### src/rtl/core/ntew_pkg.sv
// shared types and constants for the number to english words block
package ntew_pkg;

   localparam int ValueWidth = 40;
   localparam int WordWidth  = 5;
   localparam int DigitCount = 12;
   localparam int BcdWidth   = 4 * DigitCount;
   localparam int CountWidth = $clog2(ValueWidth);

   localparam logic [ValueWidth-1:0] MaxValue = 40'd999999999999;

   localparam logic [WordWidth-1:0] TokZero      = 5'd0;
   localparam logic [WordWidth-1:0] TokTeenBase  = 5'd10;
   localparam logic [WordWidth-1:0] TokTensBase  = 5'd18;
   localparam logic [WordWidth-1:0] TokHundred   = 5'd28;
   localparam logic [WordWidth-1:0] TokScaleBase = 5'd28;

   typedef enum logic [1:0] {
      ST_IDLE,
      ST_CONV,
      ST_WALK,
      ST_FLUSH
   } state_type;

   typedef enum logic [2:0] {
      PH_HUND_DIGIT,
      PH_HUND_WORD,
      PH_TENS,
      PH_ONES,
      PH_SCALE
   } phase_type;

   typedef struct packed {
      logic      load;
      logic      shift;
      logic      walk_step;
      logic      flush;
      logic [1:0] group;
      phase_type phase;
   } cmd_type;

   typedef struct packed {
      logic value_err;
      logic value_zero;
      logic tok_valid;
      logic pend_valid;
      logic out_free;
   } status_type;

endpackage

### src/rtl/core/ntew_ctrl.sv
// controller: sequences binary to decimal conversion and the word walk
module ntew_ctrl (
   input  logic                 clock,
   input  logic                 reset,
   input  logic                 req_valid,
   output logic                 req_stall,
   input  ntew_pkg::status_type status,
   output ntew_pkg::cmd_type    cmd
);
   import ntew_pkg::*;

   state_type             state_ff, state_in;
   logic [CountWidth-1:0] cnt_ff, cnt_in;
   logic [1:0]            group_ff, group_in;
   phase_type             phase_ff, phase_in;
   logic                  step_ok;
   logic                  walk_end;

   // a new token may only displace the pending one if the output can take it
   assign step_ok  = !(status.tok_valid && status.pend_valid && !status.out_free);
   assign walk_end = (group_ff == 2'd0) && (phase_ff == PH_SCALE);

   always_comb begin
      state_in = state_ff;
      unique case (state_ff)
         ST_IDLE: begin
            if (req_valid) begin
               if (status.value_err || status.value_zero) begin
                  state_in = ST_FLUSH;
               end else begin
                  state_in = ST_CONV;
               end
            end
         end
         ST_CONV: begin
            if (cnt_ff == CountWidth'(ValueWidth - 1)) begin
               state_in = ST_WALK;
            end
         end
         ST_WALK: begin
            if (step_ok && walk_end) begin
               state_in = ST_FLUSH;
            end
         end
         ST_FLUSH: begin
            if (status.out_free) begin
               state_in = ST_IDLE;
            end
         end
         default: state_in = ST_IDLE;
      endcase
   end

   always_comb begin
      cmd           = '0;
      cmd.group     = group_ff;
      cmd.phase     = phase_ff;
      cnt_in        = cnt_ff;
      group_in      = group_ff;
      phase_in      = phase_ff;
      req_stall     = (state_ff != ST_IDLE);
      unique case (state_ff)
         ST_IDLE: begin
            cmd.load = req_valid;
            cnt_in   = '0;
            group_in = 2'd3;
            phase_in = PH_HUND_DIGIT;
         end
         ST_CONV: begin
            cmd.shift = 1'b1;
            cnt_in    = cnt_ff + 1'b1;
         end
         ST_WALK: begin
            cmd.walk_step = step_ok;
            if (step_ok) begin
               unique case (phase_ff)
                  PH_HUND_DIGIT: phase_in = PH_HUND_WORD;
                  PH_HUND_WORD:  phase_in = PH_TENS;
                  PH_TENS:       phase_in = PH_ONES;
                  PH_ONES:       phase_in = PH_SCALE;
                  PH_SCALE: begin
                     phase_in = PH_HUND_DIGIT;
                     group_in = group_ff - 1'b1;
                  end
                  default:       phase_in = PH_HUND_DIGIT;
               endcase
            end
         end
         ST_FLUSH: begin
            cmd.flush = status.out_free;
         end
         default: begin
            cmd = '0;
         end
      endcase
   end

   always_ff @(posedge clock) begin
      if (reset) begin
         state_ff <= ST_IDLE;
         cnt_ff   <= '0;
         group_ff <= 2'd3;
         phase_ff <= PH_HUND_DIGIT;
      end else begin
         state_ff <= state_in;
         cnt_ff   <= cnt_in;
         group_ff <= group_in;
         phase_ff <= phase_in;
      end
   end

`ifndef SYNTHESIS
   // nothing may be left pending between requests
   a_idle_no_pending: assert property (@(posedge clock) disable iff (reset)
      state_ff == ST_IDLE |-> !status.pend_valid)
      else $error("pending token left while idle");

   // a displaced pending token must have room at the output
   a_step_has_room: assert property (@(posedge clock) disable iff (reset)
      cmd.walk_step && status.tok_valid && status.pend_valid |-> status.out_free)
      else $error("pending token dropped during walk");

   // the final token must exist when flushed
   a_flush_has_token: assert property (@(posedge clock) disable iff (reset)
      cmd.flush |-> status.pend_valid && status.out_free)
      else $error("flush without pending token");

   // conversion always runs straight into the walk
   a_conv_to_walk: assert property (@(posedge clock) disable iff (reset)
      state_ff == ST_CONV && cnt_ff == CountWidth'(ValueWidth - 1) |=> state_ff == ST_WALK)
      else $error("conversion did not end in walk");
`endif

endmodule

### src/rtl/core/ntew_dp.sv
// datapath: double dabble conversion, token selection, pending and output registers
module ntew_dp (
   input  logic                                clock,
   input  logic                                reset,
   input  logic [ntew_pkg::ValueWidth-1:0]     req_value,
   input  ntew_pkg::cmd_type                   cmd,
   output ntew_pkg::status_type                status,
   input  logic                                rsp_stall,
   output logic                                rsp_valid,
   output logic [ntew_pkg::WordWidth-1:0]      rsp_word,
   output logic                                rsp_hyphen_join,
   output logic                                rsp_range_error,
   output logic                                rsp_last_word
);
   import ntew_pkg::*;

   logic [ValueWidth-1:0] bin_ff, bin_in;
   logic [BcdWidth-1:0]   bcd_ff, bcd_in;
   logic [BcdWidth-1:0]   bcd_adj;

   logic                 pend_valid_ff, pend_valid_in;
   logic [WordWidth-1:0] pend_word_ff, pend_word_in;
   logic                 pend_hyph_ff, pend_hyph_in;
   logic                 pend_err_ff, pend_err_in;

   logic                 out_valid_ff, out_valid_in;
   logic [WordWidth-1:0] out_word_ff, out_word_in;
   logic                 out_hyph_ff, out_hyph_in;
   logic                 out_err_ff, out_err_in;
   logic                 out_last_ff, out_last_in;

   logic [11:0]          grp;
   logic [3:0]           dig_h, dig_t, dig_o;
   logic                 tok_valid;
   logic [WordWidth-1:0] tok_word;
   logic                 tok_hyph;
   logic                 value_err, value_zero, out_free, push;

   assign value_err  = (req_value > MaxValue);
   assign value_zero = (req_value == '0);
   assign out_free   = !out_valid_ff || !rsp_stall;

   always_comb begin
      case (cmd.group)
         2'd0:    grp = bcd_ff[11:0];
         2'd1:    grp = bcd_ff[23:12];
         2'd2:    grp = bcd_ff[35:24];
         default: grp = bcd_ff[47:36];
      endcase
   end

   assign dig_h = grp[11:8];
   assign dig_t = grp[7:4];
   assign dig_o = grp[3:0];

   always_comb begin
      tok_valid = 1'b0;
      tok_word  = TokZero;
      tok_hyph  = 1'b0;
      case (cmd.phase)
         PH_HUND_DIGIT: begin
            tok_valid = (dig_h != 4'd0);
            tok_word  = {1'b0, dig_h};
         end
         PH_HUND_WORD: begin
            tok_valid = (dig_h != 4'd0);
            tok_word  = TokHundred;
         end
         PH_TENS: begin
            if (dig_t >= 4'd2) begin
               tok_valid = 1'b1;
               tok_word  = TokTensBase + {1'b0, dig_t};
            end else if (dig_t == 4'd1) begin
               tok_valid = 1'b1;
               tok_word  = TokTeenBase + {1'b0, dig_o};
            end else begin
               tok_valid = (dig_o != 4'd0);
               tok_word  = {1'b0, dig_o};
            end
         end
         PH_ONES: begin
            tok_valid = (dig_t >= 4'd2) && (dig_o != 4'd0);
            tok_word  = {1'b0, dig_o};
            tok_hyph  = 1'b1;
         end
         PH_SCALE: begin
            tok_valid = (grp != 12'd0) && (cmd.group != 2'd0);
            tok_word  = TokScaleBase + {3'b000, cmd.group};
         end
         default: begin
            tok_valid = 1'b0;
         end
      endcase
   end

   // add three to every digit of five or more before the shift
   always_comb begin
      for (int d = 0; d < DigitCount; d++) begin
         if (bcd_ff[d*4 +: 4] >= 4'd5) begin
            bcd_adj[d*4 +: 4] = bcd_ff[d*4 +: 4] + 4'd3;
         end else begin
            bcd_adj[d*4 +: 4] = bcd_ff[d*4 +: 4];
         end
      end
   end

   always_comb begin
      bin_in = bin_ff;
      bcd_in = bcd_ff;
      if (cmd.load) begin
         bin_in = req_value;
         bcd_in = '0;
      end else if (cmd.shift) begin
         bin_in = {bin_ff[ValueWidth-2:0], 1'b0};
         bcd_in = {bcd_adj[BcdWidth-2:0], bin_ff[ValueWidth-1]};
      end
   end

   // the pending token goes out once a later one proves it is not the last, or on flush as the last word
   assign push = (cmd.walk_step && tok_valid && pend_valid_ff) || cmd.flush;

   always_comb begin
      pend_valid_in = pend_valid_ff;
      pend_word_in  = pend_word_ff;
      pend_hyph_in  = pend_hyph_ff;
      pend_err_in   = pend_err_ff;
      if (cmd.load) begin
         pend_valid_in = value_err || value_zero;
         pend_word_in  = TokZero;
         pend_hyph_in  = 1'b0;
         pend_err_in   = value_err;
      end else if (cmd.walk_step && tok_valid) begin
         pend_valid_in = 1'b1;
         pend_word_in  = tok_word;
         pend_hyph_in  = tok_hyph;
         pend_err_in   = 1'b0;
      end else if (cmd.flush) begin
         pend_valid_in = 1'b0;
      end
   end

   always_comb begin
      out_valid_in = out_valid_ff && rsp_stall;
      out_word_in  = out_word_ff;
      out_hyph_in  = out_hyph_ff;
      out_err_in   = out_err_ff;
      out_last_in  = out_last_ff;
      if (push) begin
         out_valid_in = 1'b1;
         out_word_in  = pend_word_ff;
         out_hyph_in  = pend_hyph_ff;
         out_err_in   = pend_err_ff;
         out_last_in  = cmd.flush;
      end
   end

   always_ff @(posedge clock) begin
      if (reset) begin
         pend_valid_ff <= 1'b0;
         out_valid_ff  <= 1'b0;
      end else begin
         pend_valid_ff <= pend_valid_in;
         out_valid_ff  <= out_valid_in;
      end
   end

   always_ff @(posedge clock) begin
      bin_ff       <= bin_in;
      bcd_ff       <= bcd_in;
      pend_word_ff <= pend_word_in;
      pend_hyph_ff <= pend_hyph_in;
      pend_err_ff  <= pend_err_in;
      out_word_ff  <= out_word_in;
      out_hyph_ff  <= out_hyph_in;
      out_err_ff   <= out_err_in;
      out_last_ff  <= out_last_in;
   end

   assign status.value_err  = value_err;
   assign status.value_zero = value_zero;
   assign status.tok_valid  = tok_valid;
   assign status.pend_valid = pend_valid_ff;
   assign status.out_free   = out_free;

   assign rsp_valid       = out_valid_ff;
   assign rsp_word        = out_word_ff;
   assign rsp_hyphen_join = out_hyph_ff;
   assign rsp_range_error = out_err_ff;
   assign rsp_last_word   = out_last_ff;

endmodule

### src/rtl/core/number_to_english_words.sv
// flow: a nonzero request in range is loaded, converted by 40 double-dabble shifts, then
// walked in 20 walk steps over four digit groups and flushed; a zero or out of range
// request goes from the load straight to the flush; each word passes through the pending
// and output registers, and the output register holds its word while rsp_stall is high;
// req_stall is high until the block is idle again, so a new request is taken only when idle
// reset: synchronous active high, returns to idle with no pending or output word
module number_to_english_words (
   input  logic                                clock,
   input  logic                                reset,
   input  logic                                req_valid,
   output logic                                req_stall,
   input  logic [ntew_pkg::ValueWidth-1:0]     req_value,
   output logic                                rsp_valid,
   input  logic                                rsp_stall,
   output logic [ntew_pkg::WordWidth-1:0]      rsp_word,
   output logic                                rsp_hyphen_join,
   output logic                                rsp_range_error,
   output logic                                rsp_last_word
);
   import ntew_pkg::*;

   cmd_type    cmd;
   status_type status;

   ntew_ctrl u_ctrl (
      .clock     (clock),
      .reset     (reset),
      .req_valid (req_valid),
      .req_stall (req_stall),
      .status    (status),
      .cmd       (cmd)
   );

   ntew_dp u_dp (
      .clock           (clock),
      .reset           (reset),
      .req_value       (req_value),
      .cmd             (cmd),
      .status          (status),
      .rsp_stall       (rsp_stall),
      .rsp_valid       (rsp_valid),
      .rsp_word        (rsp_word),
      .rsp_hyphen_join (rsp_hyphen_join),
      .rsp_range_error (rsp_range_error),
      .rsp_last_word   (rsp_last_word)
   );

endmodule
### config.mk
export PLATFORM = sky130hd
export DESIGN_NAME = number_to_english_words
export DESIGN_NICKNAME = d
export VERILOG_FILES = /design/src/rtl/core/ntew_pkg.sv /design/src/rtl/core/ntew_ctrl.sv /design/src/rtl/core/ntew_dp.sv /design/src/rtl/core/number_to_english_words.sv
export SDC_FILE = /design/constraint.sdc
export NUM_CORES = 1
export LEC_CHECK = 0
export BUFFER_PORTS_ARGS = -buffer_cell sky130_fd_sc_hd__buf_2
export CORE_MARGIN = 2
export CORE_UTILIZATION = 50
export DETAILED_ROUTE_END_ITERATION = 10
export PLACE_DENSITY = 0.77
export SETUP_SLACK_MARGIN = 0.02
export SLEW_MARGIN = 20
export SYNTH_ARGS = -nofsm -noshare
export SYNTH_HDL_FRONTEND = slang
export SYNTH_SLANG_ARGS = --single-unit
### constraint.sdc
create_clock -name clock -period 8.9 [get_ports clock]
set_clock_uncertainty 0.15 [all_clocks]
set_input_delay 1.78 -clock clock [delete_from_list [all_inputs] [get_ports clock]]
set_output_delay 1.78 -clock clock [all_outputs]
set_load 0.01 [all_outputs]
==> metrics.txt <==
status=finished clean; Core Region=12670 sq um; final RePlAce weighted congestion=0.8631; global route total overflow=0; initial antenna violation count=0; DIE WIDTH=118.2 microns; post-synth top area share=22.55%; clock buffer depth=2; CP Cell Sequence=inv_1 -> ha_1 -> clkinv_1 -> buf_2; biggest area consumer among synthesized cells=edfxtp_1; fraction of registers with async set/reset=0%; Synthesized Nets=854; CTS Buf Count=17; clk sinks=118; Setup TNS Final=0 ns; clk_lat worst skew=0.42 ns; nets=894; PwrDens=265.5 nW/um^2; # resized after CTS=0; Root Buffer=clkbuf_16; Worst Path Required=6.97 ns; register area share after synthesis=43.72%; share of layout cells above drive strength 1=11.47%; Final period util=41.47%; routed len/inst=14.59 microns; DIE AREA=13980 sq um; CP startpoint kind=flip-flop; Slowest-stage cell, CP=dfxtp_1; DP Wirelength=9619 microns; Routed WL=14590 microns; largest net degree at the start of global routing=92; final setup fails=0; Max Clock Freq=0.2710 GHz; Top Metal Used=met4; RSZ-0062 raised after global routing=false; Iteration-0 DRC Markers=595; count leader, synth=nand2_1; Worst-path clk slew=0.05 ns; die extent in y=118.2 microns; critical path's top delay family=buffers and inverters; Post-Syn Area=6525 sq um; min-delay worst type=reg -> reg; DRC violation count after routing=0; cell count after synthesis=775; VDD IR-drop max=0.1194 mV; leakage=3.055 nW; Pwr Total=2.005 mW; area delta synth->final=15.72%; WL met2=7010 microns; Slew headroom=34.36%; vias in the first global route=5091; vias per cell=5.596; Tmin final=3.691 ns; CP arrival=1.76 ns; Syn. warnings=0; CTS tree=built; post-synthesis area per instance=8.419 sq um; Post-CTS Repair Setup Buffers=0; CP Max Fanout=9; ANT cells=0; crit path capture type=output pin; Worst-Margin Slew=0.9846 ns; DRT met1 WL=6697 microns; Post-synth EDFFs=49; IO buf count=53; synthesis-stage register bit count=118; num rows=41; MaxCap Viol Count=0; # H-tree levels=4; via count=5596; critical path class=reg -> out; # hold bufs at CTS=0; Final Hold Fails=0; max-slew violations=0; drt first pass iters=7; max incr delay on CP=0.35 ns; Initial Util=51.50%; Synth Flop Type=dfxtp_1; Netlist cell types=48; I/O pin cnt=54; first-pass GRT wire length=23900 microns; WL met3=696 microns; synth top area cells=edfxtp_1 23%, dfxtp_1 21%, nand2_1 9.0%; synth cell count leaders=156 x nand2_1, 79 x nor2_1, 69 x dfxtp_1, 62 x a21oi_1, 52 x o21ai_0; Buf/Inv on CP=3; Detail Route Antenna Nets=0; GRT Util Overall=21.20%
==> metrics by stage <==
stage          hold WS [ns]  cells  worst slack [ns]  utilization, %  cell area [sq um]
2_1_floorplan        0.2503    775             5.254               -               6525
3_3_place_gp         0.2651    968             4.995           54.37               6889
3_5_place_dp         0.2675    968             4.897           54.37               6889
4_1_cts              0.2829   1000             5.194           59.59               7551
5_1_grt              0.2824   1000             4.997           59.59               7551
6_report             0.2817   1000             5.209           59.59               7551
==> path summary, 6_finish.rpt <==
kind                       from                   end  slack [ns]  cells past startpoint
max          u_ctrl.state_ff[1]             req_stall        5.21                      4
min            u_dp.pend_err_ff  u_dp.rsp_range_error        0.28                      0
max reg2reg  u_ctrl.group_ff[0]    u_dp.pend_valid_ff        5.32                      9
min reg2reg    u_dp.pend_err_ff  u_dp.rsp_range_error        0.28                      0
==> cell families after synthesis <==
logic type | Yosys count | share of synthesized area (%)
adders and majority gates | 35 | 6.711
DFF | 118 | 43.72
muxes | 30 | 4.660
AOI/OAI and AO/OA | 160 | 14.71
buffers and inverters | 79 | 4.775
xor gates and xnor gates | 29 | 3.893
and+or+nand+nor | 324 | 21.53
==> area by class of cell <==
type                       instances  area (sq um)
clock buffer                      19         432.9
inverter                          43         161.4
clock inverter                    13         229.0
tap                              172         215.2
sequential                       118          2853
fill                            1104          5120
multi-input combinational        578          3364
timing repair buffer              57         295.3
==> per-layer routing <==
layer / vias to the layer above / GRT usage, %
met5: - / 0
met4: 0 / 6.325
met3: 20 / 5.550
met2: 140 / 35.01
met1: 2655 / 27.27
li1: 2781 / -
==> worst register-to-register path, stage by stage (launching register included) <==
cell and delay, ns:
dfxtp_1 0.39, inv_1 0.11, ha_1 0.42, a222oi_1 0.57, mux2i_1 0.28, o41ai_1 0.43, o211ai_1 0.20, and3_1 0.35
a211oi_1 0.41, a311oi_1 0.10
==> where the power goes <==
group	leakage (nW)	switching [mW]	internal [mW]
clock	0.311	0.243	0.523
sequential	1.04	0.0458	0.737
combinational	1.70	0.325	0.130
total	3.05	0.614	1.39
==> flip-flops by register name, summed over array words and instances, names as in the netlist, 2 cells and up <==
signal,count
u_ctrl.phase_ff,3
u_ctrl.state_ff,2
u_dp.bcd_ff,48
u_dp.rsp_word,5
u_ctrl.cnt_ff,6
u_dp.pend_word_ff,5
u_ctrl.group_ff,2
u_dp.bin_ff,40
==> cells in the final DEF, fill, tap and decap left out, types with 12 or more instances in the layout <==
cell         n
ha_1        34
a222oi_1    12
dfxtp_1     69
edfxtp_1    49
a21oi_1     62
nand2_1    156
clkbuf_16   17
nor2_1      79
nand2b_1    16
nand3_1     18
xnor2_1     18
buf_2       53
inv_1       41
nor3_1      16
o21ai_0     52
mux2i_1     27
Note: power is estimated with default switching activity, not from simulation.
